[src/hdl/rrbc_pkg.sv]
// Shared types, constants and helpers for the ROM/RAM bank controller.
// No dependencies; imported by rrbc_regs, the top level and the testbench.
package rrbc_pkg;

    // default build-time sizes
    localparam int RAM_BANKS_DEF      = 4;
    localparam int RAM_BANK_BYTES_DEF = 8192;  // power of two, 2048 to 8192
    localparam int ROM_BANK_BITS_DEF  = 7;

    // result codes
    localparam logic [2:0] OUT_ROM_ADDR   = 3'd0;
    localparam logic [2:0] OUT_RAM_DATA   = 3'd1;
    localparam logic [2:0] OUT_WRITE_DONE = 3'd2;
    localparam logic [2:0] OUT_RAM_OFF    = 3'd3;
    localparam logic [2:0] OUT_UNMAPPED   = 3'd4;

    // configuration register indexes
    localparam logic [1:0] CFG_ROM_BANK_COUNT = 2'd0;
    localparam logic [1:0] CFG_RAM_BANK_COUNT = 2'd1;

    // control register regions below 0x8000, selected by address bits 14:13
    localparam logic [1:0] REG_RAM_ENABLE = 2'd0;
    localparam logic [1:0] REG_ROM_BANK   = 2'd1;
    localparam logic [1:0] REG_UPPER_BITS = 2'd2;
    localparam logic [1:0] REG_MODE       = 2'd3;

    localparam logic [2:0] RAM_WINDOW     = 3'b101;  // 0xA000-0xBFFF
    localparam logic [3:0] RAM_EN_KEY     = 4'hA;

    localparam logic [7:0] ROM_COUNT_RST  = 8'd128;
    localparam logic [2:0] RAM_COUNT_RST  = 3'd4;

    typedef struct packed {
        logic        operation;
        logic [15:0] address;
        logic [7:0]  write_data;
    } req_item_t;

    typedef struct packed {
        logic [2:0]  outcome;
        logic [20:0] rom_address;
        logic [7:0]  read_data;
    } rsp_item_t;

    // decoded access, from the register block to the pipeline
    typedef struct packed {
        logic [2:0]  outcome;
        logic [20:0] rom_address;
        logic        ram_rd;
        logic        ram_wr;
    } access_t;

    // RAM bank number modulo the effective bank count (1 to 4)
    function automatic logic [1:0] ram_bank_wrap(input logic [1:0] bank,
                                                 input logic [2:0] cnt);
        logic [1:0] res;
        case (cnt)
            3'd1:    res = 2'd0;
            3'd2:    res = {1'b0, bank[0]};
            3'd3:    res = (bank == 2'd3) ? 2'd0 : bank;
            default: res = bank;
        endcase
        return res;
    endfunction

endpackage

[src/hdl/rrbc_regs.sv]
// Configuration and bank registers with the bus access decode.
// Depends on rrbc_pkg.
module rrbc_regs #(
    parameter int RAM_BANKS      = 4,
    parameter int RAM_BANK_BYTES = 8192,
    parameter int ROM_BANK_BITS  = 7,
    localparam int STORE_AW      = $clog2(RAM_BANKS * RAM_BANK_BYTES)
) (
    input  logic                   clk,
    input  logic                   rst_n,
    input  logic                   cfg_wr,
    input  logic [1:0]             cfg_index,
    input  logic [7:0]             cfg_data,
    input  logic                   accept,
    input  rrbc_pkg::req_item_t    req,
    output rrbc_pkg::access_t      access,
    output logic [STORE_AW-1:0]    ram_index
);
    import rrbc_pkg::*;

    localparam int OFF_BITS = $clog2(RAM_BANK_BYTES);
    localparam logic [6:0] BANK_MASK = 7'((1 << ROM_BANK_BITS) - 1);
    localparam logic [2:0] BANKS_CAP = 3'(RAM_BANKS);

    logic [7:0] rom_count_reg;
    logic [2:0] ram_count_reg;
    logic       ram_en_reg,     ram_en_next;
    logic       mode_reg,       mode_next;
    logic [6:0] upper_reg,      upper_next;
    logic [6:0] lower_reg,      lower_next;
    logic [1:0] ram_bank_reg,   ram_bank_next;

    logic       big;
    logic [7:0] count_m1;
    logic [4:0] low_bits;
    logic [6:0] rom_bank;
    logic [2:0] ram_cnt;
    logic [1:0] eff_bank;
    logic [OFF_BITS-1:0] offset;
    logic       is_write;

    assign big      = rom_count_reg > 8'd16;
    assign count_m1 = rom_count_reg - 8'd1;
    assign is_write = req.operation;

    // bank register update on control writes
    always_comb
    begin
        ram_en_next   = ram_en_reg;
        mode_next     = mode_reg;
        upper_next    = upper_reg;
        lower_next    = lower_reg;
        ram_bank_next = ram_bank_reg;
        low_bits      = req.write_data[4:0];
        if (low_bits == 5'd0)
            low_bits = 5'd1;
        low_bits = low_bits & count_m1[4:0];
        if (accept && is_write && !req.address[15])
        begin
            case (req.address[14:13])
                REG_RAM_ENABLE:
                    ram_en_next = (req.write_data[3:0] == RAM_EN_KEY);
                REG_ROM_BANK:
                    upper_next = {upper_reg[6:5], low_bits} & BANK_MASK;
                REG_UPPER_BITS:
                begin
                    if (big)
                    begin
                        upper_next = {req.write_data[1:0], upper_reg[4:0]} & BANK_MASK;
                        if (mode_reg)
                            lower_next = {req.write_data[1:0], 5'd0} & BANK_MASK;
                    end
                    else if (mode_reg && ram_count_reg == 3'd4)
                        ram_bank_next = req.write_data[1:0];
                end
                default:
                begin
                    mode_next = req.write_data[0];
                    if (!req.write_data[0])
                    begin
                        lower_next    = 7'd0;
                        ram_bank_next = 2'd0;
                    end
                    else if (big)
                        lower_next = {upper_reg[6:5], 5'd0} & BANK_MASK;
                    else
                        ram_bank_next = upper_reg[6:5];
                end
            endcase
        end
    end

    always_ff @(posedge clk or negedge rst_n)
    begin
        if (!rst_n)
        begin
            rom_count_reg <= ROM_COUNT_RST;
            ram_count_reg <= RAM_COUNT_RST;
            ram_en_reg    <= 1'b0;
            mode_reg      <= 1'b0;
            upper_reg     <= 7'd1;
            lower_reg     <= 7'd0;
            ram_bank_reg  <= 2'd0;
        end
        else
        begin
            if (cfg_wr && cfg_index == CFG_ROM_BANK_COUNT)
                rom_count_reg <= cfg_data;
            if (cfg_wr && cfg_index == CFG_RAM_BANK_COUNT)
                ram_count_reg <= cfg_data[2:0];
            ram_en_reg   <= ram_en_next;
            mode_reg     <= mode_next;
            upper_reg    <= upper_next;
            lower_reg    <= lower_next;
            ram_bank_reg <= ram_bank_next;
        end
    end

    // access decode
    assign rom_bank = (req.address[14] ? upper_reg : lower_reg) & count_m1[6:0] & BANK_MASK;
    assign ram_cnt  = (ram_count_reg > BANKS_CAP) ? BANKS_CAP : ram_count_reg;
    assign eff_bank = ram_bank_wrap(ram_bank_reg, ram_cnt);
    assign offset   = req.address[OFF_BITS-1:0];
    assign ram_index = STORE_AW'(32'(eff_bank) * RAM_BANK_BYTES + 32'(offset));

    always_comb
    begin
        access = '0;
        access.outcome = OUT_UNMAPPED;
        if (!req.address[15])
        begin
            if (is_write)
                access.outcome = OUT_WRITE_DONE;
            else
            begin
                access.outcome     = OUT_ROM_ADDR;
                access.rom_address = {rom_bank, req.address[13:0]};
            end
        end
        else if (req.address[15:13] == RAM_WINDOW && ram_count_reg != 3'd0)
        begin
            if (!ram_en_reg)
                access.outcome = OUT_RAM_OFF;
            else if (is_write)
            begin
                access.outcome = OUT_WRITE_DONE;
                access.ram_wr  = 1'b1;
            end
            else
            begin
                access.outcome = OUT_RAM_DATA;
                access.ram_rd  = 1'b1;
            end
        end
    end

endmodule

[config.mk]
export PLATFORM = sky130hd
export DESIGN_NAME = rrbc_regs
export DESIGN_NICKNAME = d
export VERILOG_FILES = /design/src/hdl/rrbc_pkg.sv /design/src/hdl/rrbc_regs.sv
export SDC_FILE = /design/constraint.sdc
export NUM_CORES = 1
export LEC_CHECK = 0
export ABC_AREA = 1
export ABC_CLOCK_PERIOD_IN_PS = 1900
export BUFFER_PORTS_ARGS = -buffer_cell sky130_fd_sc_hd__buf_4
export CORE_AREA = 2 2 67 69
export DETAILED_ROUTE_END_ITERATION = 8
export DIE_AREA = 0 0 69 71
export PLACE_DENSITY = 0.75
export RECOVER_POWER = 50
export SLEW_MARGIN = 20
export SYNTH_ARGS = -nofsm -noshare
export SYNTH_HDL_FRONTEND = slang
export SYNTH_SLANG_ARGS = --single-unit
[constraint.sdc]
create_clock -name clk -period 1.9 [get_ports clk]
set_clock_uncertainty 0.1 [all_clocks]
set_input_delay 0 -clock clk [delete_from_list [all_inputs] [get_ports clk]]
set_output_delay 0 -clock clk [all_outputs]
set_load 0.01 [all_outputs]
==> results of run 1 <==
layer usage:
| layer | vias to the layer above | GRT usage |
|---|---|---|
| met2 | 78 | 0.327 |
| li1 | 833 | - |
| met4 | 0 | 0.0479 |
| met1 | 757 | 0.200 |
| met5 | - | 0 |
| met3 | 5 | 0.0470 |
report_power, final:
part / total, mW / internal [mW] / leakage (nW) / switching (mW)
registers: 0.683 / 0.613 / 0.294 / 0.0700
logic: 0.469 / 0.221 / 0.819 / 0.248
clock network: 0.457 / 0.282 / 0.0357 / 0.175
cells in the mapped netlist:
cell type  number  area share
inv_1          25       0.059
nand2_2         2      0.0079
dfrtp_1        21        0.33
nand4_1         1      0.0039
inv_2           3      0.0071
o21ai_2         1      0.0055
nor3b_1         4       0.019
nor2_2          1      0.0039
and3_1          1      0.0039
nand3_4         1       0.011
a21boi_4        1       0.012
nor3_1          9       0.028
a21oi_1         5       0.016
buf_4          13       0.061
nor2_4          2       0.014
ha_1            2       0.016
nand3b_1        1      0.0047
dfstp_2         3       0.050
a31oi_1         3       0.012
clkbuf_1        2      0.0047
xnor2_1         1      0.0055
nand3_1        14       0.044
nor2_1         24       0.057
xor2_1          4       0.022
o31ai_1         3       0.014
mux2_2          3       0.021
o21ai_0        17       0.054
nand2_1        45        0.11
buf_2           2      0.0063
final timing paths:
kind	startpoint	end	cells past startpoint	slack [ps]
min	cfg_index[1]	ram_count_reg[2]$_DFFE_PN1P_	3	10
min reg2reg	ram_bank_reg[0]$_DFFE_PN0P_	ram_bank_reg[0]$_DFFE_PN0P_	2	380
max	rom_count_reg[0]$_DFFE_PN0P_	access[20]	6	150
max in group asynchronous	rst_n	ram_bank_reg[1]$_DFFE_PN0P_	2	510
min in group asynchronous	rst_n	rom_count_reg[0]$_DFFE_PN0P_	2	420
max reg2reg	rom_count_reg[0]$_DFFE_PN0P_	lower_reg[5]$_DFFE_PN0P_	10	410
worst reg2reg max path, stage by stage, from the launching register on:
cell	delay, ps
dfrtp_1	400
inv_1	100
ha_1	200
nand2_1	70
nand2_1	60
nand2_1	120
nand2_1	60
nand2_1	100
nand2_1	80
nand2_1	60
nand2_1	50
kinds of logic (layout without fill, tap and decap cells):
group,after synthesis,count (layout),share of synthesized area
xor+xnor,5,5,0.0276
flops,24,24,0.380
buf+inv,45,125,0.139
simple gates,105,105,0.304
compound gates,30,30,0.113
mux,3,3,0.0213
fa+ha+maj,2,2,0.0157
cell type report:
type,count,area [µm²]
Fill cell,413,1900
Multi-Input combinational cell,145,767
Tap cell,52,65.1
Clock buffer,3,41.3
Clock inverter,1,30.0
Timing Repair Buffer,93,688
Sequential cell,24,604
Inverter,28,105
repair_timing:
item                                    4_1_cts  5_1_grt
hold endpoints to repair                     45        0
resized for setup                             0        1
endpoints found under the setup margin        0        1
hold buffers                                 17        0
==> impl_metrics.json, run 1 <==
{
  "status": "finished, final reports clean",
  "max_stage_delay_ps": 420,
  "p_per_area_nw_per_um2": 699,
  "wl_met1_um": 1720,
  "cts_tree": "done",
  "drtPass1Iterations": 4,
  "utilization": 0.547,
  "diodes": 0,
  "wl_met3_um": 416,
  "min_period_over_period": 0.919,
  "final_common_cell": "buf_4",
  "yosysSeqAreaShare": 0.380,
  "timing.hold.ws_ps": 13.8,
  "worstSkewPairLatency_ps": 270,
  "hold_viol_final": 0,
  "final_cells": 346,
  "setup-violations-final": 0,
  "arrival_ps": 1650,
  "total_power_mw": 1.61,
  "hold_class": "input port to flip-flop",
  "area_delta_synth_final_pct": 44.8,
  "clk_path_buf_depth": 2,
  "route.detailed.wl_per_inst_um": 12.3,
  "core_um2": 4200,
  "ios": 80,
  "fin_crit_ps": 1750,
  "grt_remaining_overflow": 0,
  "dp_hpwl_um": 3260,
  "final_max_slew_viol_count": 0,
  "setup_tns_ps": 0,
  "path_max_fanout": 4,
  "drive_above_1_share": 0.282,
  "die_y_um": 71,
  "syn_inst": 214,
  "stdcell_area_um2": 2300,
  "slowest_stage": "dfrtp_1",
  "die_x_um": 69,
  "htree_levels": 1,
  "drtAntennaViolNets": 0,
  "rsz0062_at_grt": "false",
  "yosysUniqueCellTypes": 29,
  "startpoint_type": "flip-flop",
  "ys_ff_latch": 24,
  "postSynthAreaPerCell_um2": 7.43,
  "start_util": 0.378,
  "place.gp.congestion": 0.811,
  "cts_buffers": 3,
  "yosys_warnings": 0,
  "critPathBufInv": 2,
  "grt_start_max_net_pins": 25,
  "viasPerCell": 4.84,
  "peakVddDrop_mv": 0.524,
  "wl_met2_um": 2070,
  "clkSinkCount": 24,
  "p_leak_nw": 1.15,
  "port-buffer-count": 76,
  "fin_ws_ps": 155,
  "cts_setup_buffers": 0,
  "slew_headroom": 0.136,
  "row_count": 24,
  "drt_iter0_drc": 35,
  "clock.fmax_mhz": 573,
  "grt_pass1_wl_um": 7140,
  "largest_reg_flops": 8,
  "antenna_found_initial": 0,
  "cap_violations": 0,
  "placed_area_um2": 2110,
  "required_ps": 1800,
  "syn-num-nets": 255,
  "dieArea_um2": 4900,
  "max_slew.worst_pin.slew_ps": 1300,
  "critPathTopFamily": "flip-flops",
  "grt_pass1_vias": 1623,
  "root_buffer": "clkbuf_8",
  "cp-end-kind": "output pin",
  "clk_pin_slew_worst_paths_ps": 90,
  "syn-cell-area_um2": 1590,
  "crit_type": "flip-flop to output pin",
  "wirelength_um": 4260,
  "route.detailed.drc": 0,
  "dp.cells": 325,
  "cp_cell_sequence": "inv_1, ha_2, nand2_1, xor2_1, nor3b_1, buf_4",
  "final_cell_mix": "buf_4 (62), nand2_1 (45), inv_1 (25)",
  "final_nets": 336,
  "global_route.usage.total": 0.176,
  "dp_slack_ps": 424,
  "top_layer": "met4",
  "vias": 1673
}
(Power assumes the default switching activity.)
==> inputs of run 2 (changes only) <==
--- a/config.mk
+++ b/config.mk
@@ -8,10 +8,10 @@
 export ABC_AREA = 1
 export ABC_CLOCK_PERIOD_IN_PS = 1900
 export BUFFER_PORTS_ARGS = -buffer_cell sky130_fd_sc_hd__buf_4
-export CORE_AREA = 2 2 67 69
+export CORE_AREA = 2 2 83 85
 export DETAILED_ROUTE_END_ITERATION = 8
-export DIE_AREA = 0 0 69 71
-export PLACE_DENSITY = 0.75
+export DIE_AREA = 0 0 85 87
+export PLACE_DENSITY = 0.54
 export RECOVER_POWER = 50
 export SLEW_MARGIN = 20
 export SYNTH_ARGS = -nofsm -noshare
==> run 2 against run 1 <==
  * Clock power down 0.9%
  * Largest cell class unchanged
  * Non-clock buffer count did not move
  * Largest power group unchanged
  * Count of clock-buffer cells in the layout did not move
==> impl_metrics.json, run 2 (synthesis gave the netlist of run 1 again) <==
{
  "status": "finished, final reports clean",
  "setup-violations-final": 0,
  "port-buffer-count": 76,
  "start_util": 0.242,
  "final_nets": 336,
  "antenna_found_initial": 0,
  "ios": 80,
  "p_per_area_nw_per_um2": 683,
  "setup_tns_ps": 0,
  "hold_viol_final": 0,
  "place.gp.congestion": 0.850,
  "max_slew.worst_pin.slew_ps": 1380,
  "peakVddDrop_mv": 0.354,
  "arrival_ps": 1610,
  "drt_iter0_drc": 55,
  "die_x_um": 85,
  "worstSkewPairLatency_ps": 270,
  "grt_remaining_overflow": 0,
  "wirelength_um": 4200,
  "clk_pin_slew_worst_paths_ps": 90,
  "min_period_over_period": 0.900,
  "startpoint_type": "flip-flop",
  "crit_type": "flip-flop to output pin",
  "clk_path_buf_depth": 2,
  "slew_headroom": 0.0808,
  "dp_hpwl_um": 3340,
  "die_y_um": 87,
  "fin_crit_ps": 1710,
  "diodes": 0,
  "dp.cells": 353,
  "timing.hold.ws_ps": 4.04,
  "viasPerCell": 4.26,
  "rsz0062_at_grt": "false",
  "grt_pass1_vias": 1493,
  "route.detailed.drc": 0,
  "final_max_slew_viol_count": 0,
  "cp-end-kind": "output pin",
  "area_delta_synth_final_pct": 47.2,
  "largest_reg_flops": 8,
  "final_cells": 374,
  "nFillCells": 711,
  "route.detailed.wl_per_inst_um": 11.2,
  "final_common_cell": "buf_4",
  "p_leak_nw": 1.15,
  "multi_input_area_um2": 769,
  "dieArea_um2": 7400,
  "grt_start_max_net_pins": 25,
  "required_ps": 1800,
  "row_count": 30,
  "cap_violations": 0,
  "htree_levels": 1,
  "final_cell_mix": "buf_4 (62), nand2_1 (45), inv_1 (25)",
  "core_um2": 6570,
  "drive_above_1_share": 0.282,
  "drtPass1Iterations": 5,
  "ff_latch_area_um2": 604,
  "path_max_fanout": 4,
  "cts_tree": "done",
  "root_buffer": "clkbuf_8",
  "clock.fmax_mhz": 585,
  "vias": 1592,
  "hold_class": "input port to flip-flop",
  "grt_pass1_wl_um": 6900,
  "clkSinkCount": 24,
  "cts_buffers": 3,
  "drtAntennaViolNets": 0,
  "cts_setup_buffers": 0,
  "global_route.usage.total": 0.114
}
==> run 2: cell counts in the layout (fill, tap and decap cells not counted) <==
No cell type changed its count.
==> run 2: timing repair <==
item                                   4_1_cts  5_1_grt
endpoints found under the hold margin       45        0
hold buffers                                17        0
setup endpoints to repair                    0        1
gates resized for setup                      0        1
==> run 2: worst paths after layout <==
path | start | endpoint | slack [ps] | depth (start not counted)
worst min register to register | ram_bank_reg[0]$_DFFE_PN0P_ | ram_bank_reg[0]$_DFFE_PN0P_ | 380 | 2
worst min-delay path | cfg_index[1] | ram_count_reg[2]$_DFFE_PN1P_ | 4 | 3
max in group asynchronous | rst_n | upper_reg[5]$_DFFE_PN0P_ | 420 | 2
worst max register to register | rom_count_reg[0]$_DFFE_PN0P_ | lower_reg[6]$_DFFE_PN0P_ | 420 | 10
min in group asynchronous | rst_n | ram_count_reg[1]$_DFFE_PN0P_ | 470 | 2
worst max-delay path | rom_count_reg[0]$_DFFE_PN0P_ | access[20] | 190 | 6
==> run 2: area by class of cell <==
type | count | area share
Clock buffer | 3 | 0.0177
Clock inverter | 1 | 0.0128
Inverter | 28 | 0.0449
Multi-Input combinational cell | 145 | 0.329
Sequential cell | 24 | 0.258
Tap cell | 80 | 0.0428
Timing Repair Buffer | 93 | 0.294
==> run 2: worst max-delay path, stage by stage, from the launching register on <==
cell	delay, ps
dfrtp_1	410
inv_1	120
ha_1	220
nand2_1	80
xor2_1	160
nor3b_2	210
buf_4	150
==> run 2: report_power, final <==
| group | internal, mW | switching, mW | total [mW] |
|---|---|---|---|
| Combinational | 0.220 | 0.245 | 0.464 |
| Clock | 0.282 | 0.172 | 0.453 |
| Sequential | 0.613 | 0.0680 | 0.681 |
==> run 2: per-stage QoR <==
| step | setup WS (ps) | cell area, µm² | power (mW) | utilization |
|---|---|---|---|---|
| after floorplan | 556 | 1590 | 0.959 | - |
| after global placement | 431 | 2140 | 1.14 | 0.326 |
| after detailed placement | 434 | 2140 | 1.15 | 0.326 |
| after CTS | 104 | 2390 | 1.63 | 0.363 |
| after global routing | 48.5 | 2340 | 1.71 | 0.356 |
| final | 189 | 2340 | 1.60 | 0.356 |
==> run 2: routing by layer <==
| metal | global-route usage | wire length, µm | vias to the layer above |
|---|---|---|---|
| met3 | 0.0218 | 366 | 2 |
| met1 | 0.151 | 2030 | 680 |
| met4 | 0.0303 | 18 | 0 |
| met2 | 0.192 | 1790 | 73 |
| li1 | - | - | 837 |
| met5 | 0 | 0 | - |
